$ cat src/dpw_pkg.sv
// shared types and constants for the depth pixel to world point pipeline
package dpw_pkg;

	// image size
	localparam int IMAGE_WIDTH  = 640;
	localparam int IMAGE_HEIGHT = 480;

	// field widths
	localparam int COL_W   = 10;
	localparam int ROW_W   = 9;
	localparam int DEPTH_W = 16;
	localparam int CHAN_W  = 8;
	localparam int COORD_W = 32;
	localparam int QUAT_W  = 16;
	localparam int CFG_IDX_W  = 3;
	localparam int CFG_DATA_W = 32;

	// camera point coordinate width, signed Q16
	localparam int CAM_W = 24;
	// rotation entry width, signed Q28
	localparam int ROT_W = 34;

	// twice the principal point
	localparam int CX_TWICE = 651;
	localparam int CY_TWICE = 507;

	// reduced divisors with their half (rounded down) for round to nearest
	localparam int DEN_X  = 32375;
	localparam int HALF_X = DEN_X / 2;
	localparam int DEN_Y  = 64875;
	localparam int HALF_Y = DEN_Y / 2;
	localparam int DEN_Z  = 125;
	localparam int OFS_Z  = 62;

	typedef enum logic [CFG_IDX_W-1:0] {
		REG_QUAT_W  = 3'd0,
		REG_QUAT_X  = 3'd1,
		REG_QUAT_Y  = 3'd2,
		REG_QUAT_Z  = 3'd3,
		REG_TRANS_X = 3'd4,
		REG_TRANS_Y = 3'd5,
		REG_TRANS_Z = 3'd6
	} reg_idx_t;

	typedef struct packed {
		logic [CHAN_W-1:0] blue;
		logic [CHAN_W-1:0] green;
		logic [CHAN_W-1:0] red;
	} color_t;

	typedef struct packed {
		logic signed [CAM_W-1:0] x;
		logic signed [CAM_W-1:0] y;
		logic signed [CAM_W-1:0] z;
		color_t                  color;
	} cam_t;

	// row major rotation matrix and translation
	typedef struct packed {
		logic [8:0][ROT_W-1:0]   r;
		logic [2:0][COORD_W-1:0] t;
	} pose_t;

endpackage

$ cat src/dpw_lift.sv
// back-projection of a depth pixel to a camera point, six stages
module dpw_lift (
	input  logic                          clk,
	input  logic                          arst_n,
	input  logic                          in_valid,
	output logic                          in_ready,
	input  logic [dpw_pkg::COL_W-1:0]     column,
	input  logic [dpw_pkg::ROW_W-1:0]     row,
	input  logic [dpw_pkg::DEPTH_W-1:0]   depth_raw,
	input  dpw_pkg::color_t               color,
	output logic                          out_valid,
	input  logic                          out_ready,
	output dpw_pkg::cam_t                 cam
);
	import dpw_pkg::*;

	// reciprocals for the quotient estimate, exact up to one low
	localparam int SH_XY = 37;
	localparam int SH_Z  = 30;
	localparam logic [22:0] RECIP_X = 23'((64'd1 << SH_XY) / DEN_X);
	localparam logic [21:0] RECIP_Y = 22'((64'd1 << SH_XY) / DEN_Y);
	localparam logic [23:0] RECIP_Z = 24'((64'd1 << SH_Z) / DEN_Z);

	logic en1, en2, en3, en4, en5, en6;
	logic v_s1, v_s2, v_s3, v_s4, v_s5, v_s6;

	logic keep;
	logic [10:0] twice_u;
	logic [9:0]  twice_v;
	logic        negx, negy;
	logic [10:0] dx;
	logic [9:0]  dy;

	logic        negx_s1, negy_s1;
	logic [9:0]  magx_s1;
	logic [8:0]  magy_s1;
	logic [15:0] depth_s1;
	color_t      col_s1;

	logic        negx_s2, negy_s2;
	logic [25:0] ax_s2;
	logic [24:0] ay_s2;
	logic [29:0] nz_s2;
	color_t      col_s2;

	logic        negx_s3, negy_s3;
	logic [36:0] nx_s3, ny_s3;
	logic [29:0] nz_s3;
	color_t      col_s3;

	logic [59:0] px;
	logic [58:0] py;
	logic [53:0] pz;

	logic        negx_s4, negy_s4;
	logic [36:0] nx_s4, ny_s4;
	logic [29:0] nz_s4;
	logic [22:0] qx_s4;
	logic [21:0] qy_s4;
	logic [22:0] qz_s4;
	color_t      col_s4;

	logic [36:0] remx, remy;
	logic [29:0] remz;

	logic        negx_s5, negy_s5;
	logic [22:0] qx_s5;
	logic [21:0] qy_s5;
	logic [22:0] qz_s5;
	logic [15:0] rx_s5;
	logic [16:0] ry_s5;
	logic [7:0]  rz_s5;
	color_t      col_s5;

	logic [22:0] qx, qz;
	logic [21:0] qy;

	cam_t cam_s6;

	// a stage takes a new request when it is empty or its content moves on
	assign en6 = !v_s6 || out_ready;
	assign en5 = !v_s5 || en6;
	assign en4 = !v_s4 || en5;
	assign en3 = !v_s3 || en4;
	assign en2 = !v_s2 || en3;
	assign en1 = !v_s1 || en2;
	assign in_ready = en1;

	// zero depth or a pixel off the image gives no point
	assign keep = (depth_raw != '0) && (13'(column) < 13'(IMAGE_WIDTH))
		&& (13'(row) < 13'(IMAGE_HEIGHT));

	always_ff @(posedge clk or negedge arst_n) begin
		if (!arst_n) begin
			v_s1 <= 1'b0;
			v_s2 <= 1'b0;
			v_s3 <= 1'b0;
			v_s4 <= 1'b0;
			v_s5 <= 1'b0;
			v_s6 <= 1'b0;
		end else begin
			if (en1) v_s1 <= in_valid && keep;
			if (en2) v_s2 <= v_s1;
			if (en3) v_s3 <= v_s2;
			if (en4) v_s4 <= v_s3;
			if (en5) v_s5 <= v_s4;
			if (en6) v_s6 <= v_s5;
		end
	end

	// stage 1: offsets to the principal point as sign and magnitude
	always_comb begin
		twice_u = {column, 1'b0};
		twice_v = {row, 1'b0};
		negx = twice_u < 11'(CX_TWICE);
		negy = twice_v < 10'(CY_TWICE);
		dx = negx ? (11'(CX_TWICE) - twice_u) : (twice_u - 11'(CX_TWICE));
		dy = negy ? (10'(CY_TWICE) - twice_v) : (twice_v - 10'(CY_TWICE));
	end

	always_ff @(posedge clk) begin
		if (en1) begin
			negx_s1  <= negx;
			negy_s1  <= negy;
			magx_s1  <= dx[9:0];
			magy_s1  <= dy[8:0];
			depth_s1 <= depth_raw;
			col_s1   <= color;
		end
	end

	// stage 2: offsets times depth, and the z numerator with its rounding half
	always_ff @(posedge clk) begin
		if (en2) begin
			negx_s2 <= negx_s1;
			negy_s2 <= negy_s1;
			ax_s2   <= 26'(magx_s1) * 26'(depth_s1);
			ay_s2   <= 25'(magy_s1) * 25'(depth_s1);
			nz_s2   <= 30'({depth_s1, 13'b0}) + 30'(OFS_Z);
			col_s2  <= col_s1;
		end
	end

	// stage 3: scaled numerators with the rounding half
	always_ff @(posedge clk) begin
		if (en3) begin
			negx_s3 <= negx_s2;
			negy_s3 <= negy_s2;
			nx_s3   <= 37'({ax_s2, 11'b0}) + 37'(HALF_X);
			ny_s3   <= 37'({ay_s2, 12'b0}) + 37'(HALF_Y);
			nz_s3   <= nz_s2;
			col_s3  <= col_s2;
		end
	end

	// stage 4: quotient estimate by reciprocal
	assign px = 60'(nx_s3) * 60'(RECIP_X);
	assign py = 59'(ny_s3) * 59'(RECIP_Y);
	assign pz = 54'(nz_s3) * 54'(RECIP_Z);

	always_ff @(posedge clk) begin
		if (en4) begin
			negx_s4 <= negx_s3;
			negy_s4 <= negy_s3;
			nx_s4   <= nx_s3;
			ny_s4   <= ny_s3;
			nz_s4   <= nz_s3;
			qx_s4   <= px[59:37];
			qy_s4   <= py[58:37];
			qz_s4   <= pz[52:30];
			col_s4  <= col_s3;
		end
	end

	// stage 5: remainder of the estimate, below twice the divisor
	assign remx = nx_s4 - 37'(qx_s4) * 37'(DEN_X);
	assign remy = ny_s4 - 37'(qy_s4) * 37'(DEN_Y);
	assign remz = nz_s4 - 30'(qz_s4) * 30'(DEN_Z);

	always_ff @(posedge clk) begin
		if (en5) begin
			negx_s5 <= negx_s4;
			negy_s5 <= negy_s4;
			qx_s5   <= qx_s4;
			qy_s5   <= qy_s4;
			qz_s5   <= qz_s4;
			rx_s5   <= remx[15:0];
			ry_s5   <= remy[16:0];
			rz_s5   <= remz[7:0];
			col_s5  <= col_s4;
		end
	end

	// stage 6: correct the quotient and restore the sign
	always_comb begin
		qx = qx_s5 + 23'(rx_s5 >= 16'(DEN_X));
		qy = qy_s5 + 22'(ry_s5 >= 17'(DEN_Y));
		qz = qz_s5 + 23'(rz_s5 >= 8'(DEN_Z));
	end

	always_ff @(posedge clk) begin
		if (en6) begin
			cam_s6.x     <= negx_s5 ? -$signed({1'b0, qx}) : $signed({1'b0, qx});
			cam_s6.y     <= negy_s5 ? -$signed({2'b0, qy}) : $signed({2'b0, qy});
			cam_s6.z     <= $signed({1'b0, qz});
			cam_s6.color <= col_s5;
		end
	end

	assign out_valid = v_s6;
	assign cam = cam_s6;

endmodule

$ cat config.mk
export PLATFORM = sky130hd
export DESIGN_NAME = dpw_lift
export DESIGN_NICKNAME = d
export VERILOG_FILES = /design/src/dpw_pkg.sv /design/src/dpw_lift.sv
export SDC_FILE = /design/constraint.sdc
export NUM_CORES = 2
export LEC_CHECK = 0
export BUFFER_PORTS_ARGS = -buffer_cell sky130_fd_sc_hd__buf_2
export CAP_MARGIN = 10
export CORE_MARGIN = 2
export CORE_UTILIZATION = 60
export CTS_BUF_LIST = sky130_fd_sc_hd__clkbuf_8
export CTS_CLUSTER_DIAMETER = 30
export DETAILED_ROUTE_END_ITERATION = 8
export HOLD_SLACK_MARGIN = 0.08
export PLACE_DENSITY = 0.78
export SYNTH_ARGS = -nofsm -noshare
export SYNTH_HDL_FRONTEND = slang
export SYNTH_SLANG_ARGS = --single-unit
$ cat constraint.sdc
create_clock -name clk -period 7 [get_ports clk]
set_input_delay 1.05 -clock clk [delete_from_list [all_inputs] [get_ports clk]]
set_output_delay 1.05 -clock clk [all_outputs]
set_load 0.01 [all_outputs]
# Yosys cells after proc, flatten, opt, wreduce, memory -nomap -nowiden
# Index checks and enable logic that the tools add are counted.
dict set report word_totals {
  regBits 669
  inputBits 63
  out_inout_bits 98
  wordCells 110
}
dict set report classes {
  add_sub_neg 15
  multipliers 8
  magnitude_cmp 7
  n_mux 4
  n_reduce_logical 16
}
# operator n
set op_table {}
lappend op_table {{$mul 37x22->59 const B} 2}
lappend op_table {{$mul 30x23->52 const B} 1}
lappend op_table {{$add 23x1->23} 2}
lappend op_table {{$add 37x14->37 const B} 1}
lappend op_table {{$add 37x15->37 const B} 1}
lappend op_table {{$add 29x6->30 const B} 1}
lappend op_table {{$mul 10x16->26} 1}
lappend op_table {{$mul 9x16->25} 1}
lappend op_table {{$neg 22->24} 1}
lappend op_table {{$neg 23->24} 1}
lappend op_table {{$mul 23x15->16 const B} 1}
lappend op_table {{$mul 23x7->8 const B} 1}
lappend op_table {{$mux 23} 1}
lappend op_table {{$add 22x1->22} 1}
lappend op_table {{$mul 22x16->17 const B} 1}
lappend op_table {{$mux 22} 1}
lappend op_table {{$ge 17x16->1 const B} 1}
lappend op_table {{$sub 17x17->17} 1}
lappend op_table {{$ge 16x15->1 const B} 1}
lappend op_table {{$reduce_bool 16->1} 1}
lappend op_table {{$sub 16x16->16} 1}
lappend op_table {{$lt 11x10->1 const B} 1}
lappend op_table {{$lt 10x10->1 const B} 1}
lappend op_table {{$lt 10x9->1 const B} 1}
lappend op_table {{other kinds (12)} 24}

# Depth between registers and ports, before layout
dict set report depth {
  depth_word 7
  depth_mapped 25
  depth_no_buf 25
}

# Worst setup path before layout
# OpenSTA, ideal clock, no wires.
dict set report synth_timing {
  kind {input -> output}
  startpoint {in out_ready}
  endpoint {out in_ready}
  arrival_time_ns 6.038
  required_time_ns 5.950
  setup_slack_ns -0.088
  cell_stages 4
  n_path_buf 0
  cell_sequence {nor2b_1 > nand3_1 > nor2_1 > nand3_1}
}
dict set report synth_between {
  elab_chain_len 6
}
# item line_no
set synth_rtl {}
lappend synth_rtl {{start: declaration} dpw_lift.sv:12} ;# input logic out_ready,
lappend synth_rtl {{$logic_or 1x1->1} dpw_lift.sv:81} ;# assign en6 = !v_s6 || out_ready;
lappend synth_rtl {{$logic_or 1x1->1} dpw_lift.sv:82} ;# assign en5 = !v_s5 || en6;
lappend synth_rtl {{$logic_or 1x1->1} dpw_lift.sv:83} ;# assign en4 = !v_s4 || en5;
lappend synth_rtl {{named net en4} dpw_lift.sv:24} ;# logic en1, en2, en3, en4, en5, en6;
lappend synth_rtl {{$logic_or 1x1->1} dpw_lift.sv:84} ;# assign en3 = !v_s3 || en4;
lappend synth_rtl {{$logic_or 1x1->1} dpw_lift.sv:85} ;# assign en2 = !v_s2 || en3;
lappend synth_rtl {{$logic_or 1x1->1} dpw_lift.sv:86} ;# assign en1 = !v_s1 || en2;
lappend synth_rtl {{end: declaration} dpw_lift.sv:6} ;# output logic in_ready,
# The timed path passes the listed nets, and every way through them passes these cells.

# Worst setup path after layout
dict set report layout_timing {
  startpoint {reg ny_s3[27]}
  endpoint {reg qy_s4[21], data pin}
}
dict set report layout_between {
  elab_chain_len 1
}
# item line_no
set layout_rtl {}
lappend layout_rtl {{start: declaration} dpw_lift.sv:47} ;# logic [36:0] nx_s3, ny_s3;
lappend layout_rtl {{start signal: assignment} dpw_lift.sv:150} ;# ny_s3 <= 37'({ay_s2, 12'b0}) + 37'(HALF_Y);
lappend layout_rtl {{$mul 37x22->59} dpw_lift.sv:158} ;# assign py = 59'(ny_s3) * 59'(RECIP_Y);
lappend layout_rtl {{named net py[58]} dpw_lift.sv:52} ;# logic [58:0] py;
lappend layout_rtl {{end signal: assignment} dpw_lift.sv:169} ;# qy_s4 <= py[58:37];
lappend layout_rtl {{end: declaration} dpw_lift.sv:59} ;# logic [21:0] qy_s4;
# The timed path passes the listed nets, and every way through them passes these cells.
# A chain may end at the register's enable or synchronous reset.

==> results.tsv <==
metric	value	unit
crit_fanout	6	
synth_cells	5457	
seq_area_frac_synth	0.287	
worstSetupStartpointType	register	
max_freq	148	MHz
io_buffers	159	
tightest_slew	1.16	ns
cts_root_buf	clkbuf_8	
ys_top_cells_by_count	inv_1, ha_1, fa_1	
crit_start	ny_s3[27]$_DFFE_PP_	
dr.pass1.iters	5	
synth_ff_type	edfxtp_1	
pin_count	161	
antenna_found_initial	1	
htreeDepth	3	
synth_top_area_cell	edfxtp_1	
status	complete, no violations	
wire_per_inst	17.0	um
insertion_delay	0.78	ns
fin_area	0.0662	mm2
min_period_over_period	0.964	
die_x	322	um
drt_iter0_drc	2470	
netlist.area_leader.share	0.284	
gr-total-overflow	0	
hold_ws	0.177	ns
hp-class	in2async	
drc	0	
grt_max_degree	85	
initial_core_util	0.606	
drtAntennaViolNets	0	
finalMaxSlewViolations	0	
cp-endpoint	qy_s4[21]$_DFFE_PP_	
ff2ff_path_depth	23	
multiInputGateArea	0.0379	mm2
num_rows	116	
globalRouteTotalUtil	0.245	
clockBufferDepth	3	
gp_congestion	0.944	
clkTransAtPathRegs	0.06	ns
register_area	0.0174	mm2
rsz0062_at_grt	yes	
setup.worst_path.class	reg2reg	
drv_cap	0	
synth_edf_count	574	
timing.slew.headroom	0.227	
r2r_start	ny_s3[27]$_DFFE_PP_	
cts_sinks	580	
fin_tns_setup	0	ns
grt_pass1_wl	201000	um
synth_most_common_cell	inv_1	
crit_required	7.51	ns
timing.rr.end	qy_s4[21]$_DFFE_PP_	
cts_buffers	112	
fin_nets	7522	
synthTopCellsByArea	edfxtp_1, fa_1, ha_1, inv_1, xnor2_1	
dieArea	0.104	mm2
fin_crit	6.75	ns
vias_per_cell	5.33	
hold_viol_final	0	
cp-end-kind	register	
skew	0.0614	ns
vias	38202	
syn-num-nets	7205	
setup_viol	0	
routed_wl	122000	um
dpl_cell_area	0.0636	mm2
area_growth_syn_to_layout	9.16	%
cts_tree	done	
synthArstFlopShare	0.0103	
ys_ff_latch	580	
avgSynthCellArea	11.1	um2
r2r_setup_slack	0.25	ns
cp.arrival	7.25	ns
num-fill-cells	7305	
yosysUniqueCellTypes	79	
layout-drive-gt1-share	0.0876	
synth_area	0.0607	mm2
core-area	0.100	mm2
yosysWarnings	0	
place.detailed.hpwl	99900	um
die_h	322	um
final_util	0.661	
first_global_vias	39957	
[critical path: stages, from the launching register on]
cell and delay [ns]:
edfxtp_1 0.40, buf_4 0.15, buf_4 0.16, ha_1 0.35
fa_1 0.56, inv_1 0.06, fa_1 0.47, inv_1 0.05
fa_1 0.52, fa_1 0.45, fa_1 0.56, inv_1 0.06
fa_1 0.53, inv_1 0.04, ha_1 0.33, a21oi_2 0.16
o211ai_1 0.15, or4b_4 0.56, o311ai_4 0.25, a211oi_2 0.11
o21a_1 0.20, o21bai_1 0.16, o2bb2ai_2 0.14, o21ai_0 0.11
[worst min path at each step]
stage / to / slack (ns) / depth (start not counted)
final: v_s1$_DFFE_PN0P_ / 0.18 / 1
after global routing: v_s4$_DFFE_PN0P_ / 0.15 / 1
after CTS: v_s1$_DFFE_PN0P_ / 0.1 / 1
after detailed placement: cam[18]$_DFFE_PP_ / 0.40 / 0
after global placement: col_s5[11]$_DFFE_PP_ / 0.40 / 0
after floorplan: cam[0]$_DFFE_PP_ / 0.40 / 0
[per-layer routing]
metal / GRT usage / part of all wire / wire length (um) / vias up
met4: 0.0776 / 0.028 / 3430 / 0
li1: - / - / - / 18122
met3: 0.0511 / 0.070 / 8510 / 222
met2: 0.396 / 0.47 / 56800 / 1078
met5: 0 / 0 / 0 / -
met1: 0.333 / 0.44 / 53200 / 18780
[registers in the layout (all words and copies together) (netlist names), 17 cells and up]
register / cells
qx_s4: 23
col_s2: 24
cam: 95
ax_s2: 26
ny_s3: 24
qz_s5: 23
qy_s5: 22
col_s5: 24
nx_s3: 26
qx_s5: 23
col_s1: 24
ay_s2: 24
col_s3: 24
qz_s4: 23
col_s4: 24
qy_s4: 22
ry_s5: 17
[layout make-up]
cell class / count / share of cell area
Clock buffer: 112 / 0.0233
Clock inverter: 96 / 0.0119
Sequential cell: 580 / 0.263
Timing Repair Buffer: 266 / 0.0241
Antenna cell: 1 / 0.0000378
Tap cell: 1298 / 0.0245
Inverter: 1425 / 0.0808
Multi-Input combinational cell: 3389 / 0.573
[through the flow]
step,setup slack [ns],std cells
final,0.253,7167
after global routing,-0.0543,7167
after CTS,0.0448,7158
after detailed placement,-0.241,6950
after global placement,-0.141,6950
after floorplan,0.0744,5457
[cells by family (layout without fill, tap and decap cells)]
group	count (synthesis)	after routing	share of synthesized area
multiplexers	15	15	0.00252
AO/OA/AOI/OAI	469	469	0.0499
adder cells (fa/ha/maj)	1685	1685	0.447
other	1	2	0.0000618
flip-flops	580	580	0.287
buffers and inverters	1488	1899	0.0922
XOR/XNOR	360	360	0.0521
AND/OR/NAND/NOR	859	859	0.0699
[what timing repair did]
action,CTS,global route
endpoints found under the setup margin,7,20
pin swaps,0,11
hold buffers,0,0
setup buffers,0,8
gates resized for setup,6,38
[cell usage in the layout (no fill, tap or decap), drive strengths merged, types with 19 or more instances in the layout]
| cell | synthesis | layout |
|---|---|---|
| nor2 | 124 | 124 |
| buf | 9 | 266 |
| clkinv | 0 | 53 |
| nand2 | 302 | 302 |
| nor3 | 38 | 38 |
| and2 | 124 | 124 |
| nand3 | 83 | 83 |
| nand2b | 19 | 19 |
| xnor2 | 263 | 263 |
| xor2 | 97 | 97 |
| nor2b | 19 | 19 |
| ha | 883 | 883 |
| a211oi | 20 | 20 |
| o21a | 25 | 25 |
| and3 | 40 | 40 |
| a31oi | 22 | 22 |
| o21ai | 88 | 88 |
| nand4 | 52 | 52 |
| fa | 802 | 802 |
| clkbuf | 54 | 112 |
| edfxtp | 574 | 574 |
| a21o | 56 | 56 |
| inv | 1425 | 1442 |
| o21bai | 25 | 25 |
| a21oi | 144 | 144 |
Power is left out: the tool's default activity adds up to more than one toggle a clock period on the data nets, which glitch-free logic cannot reach.
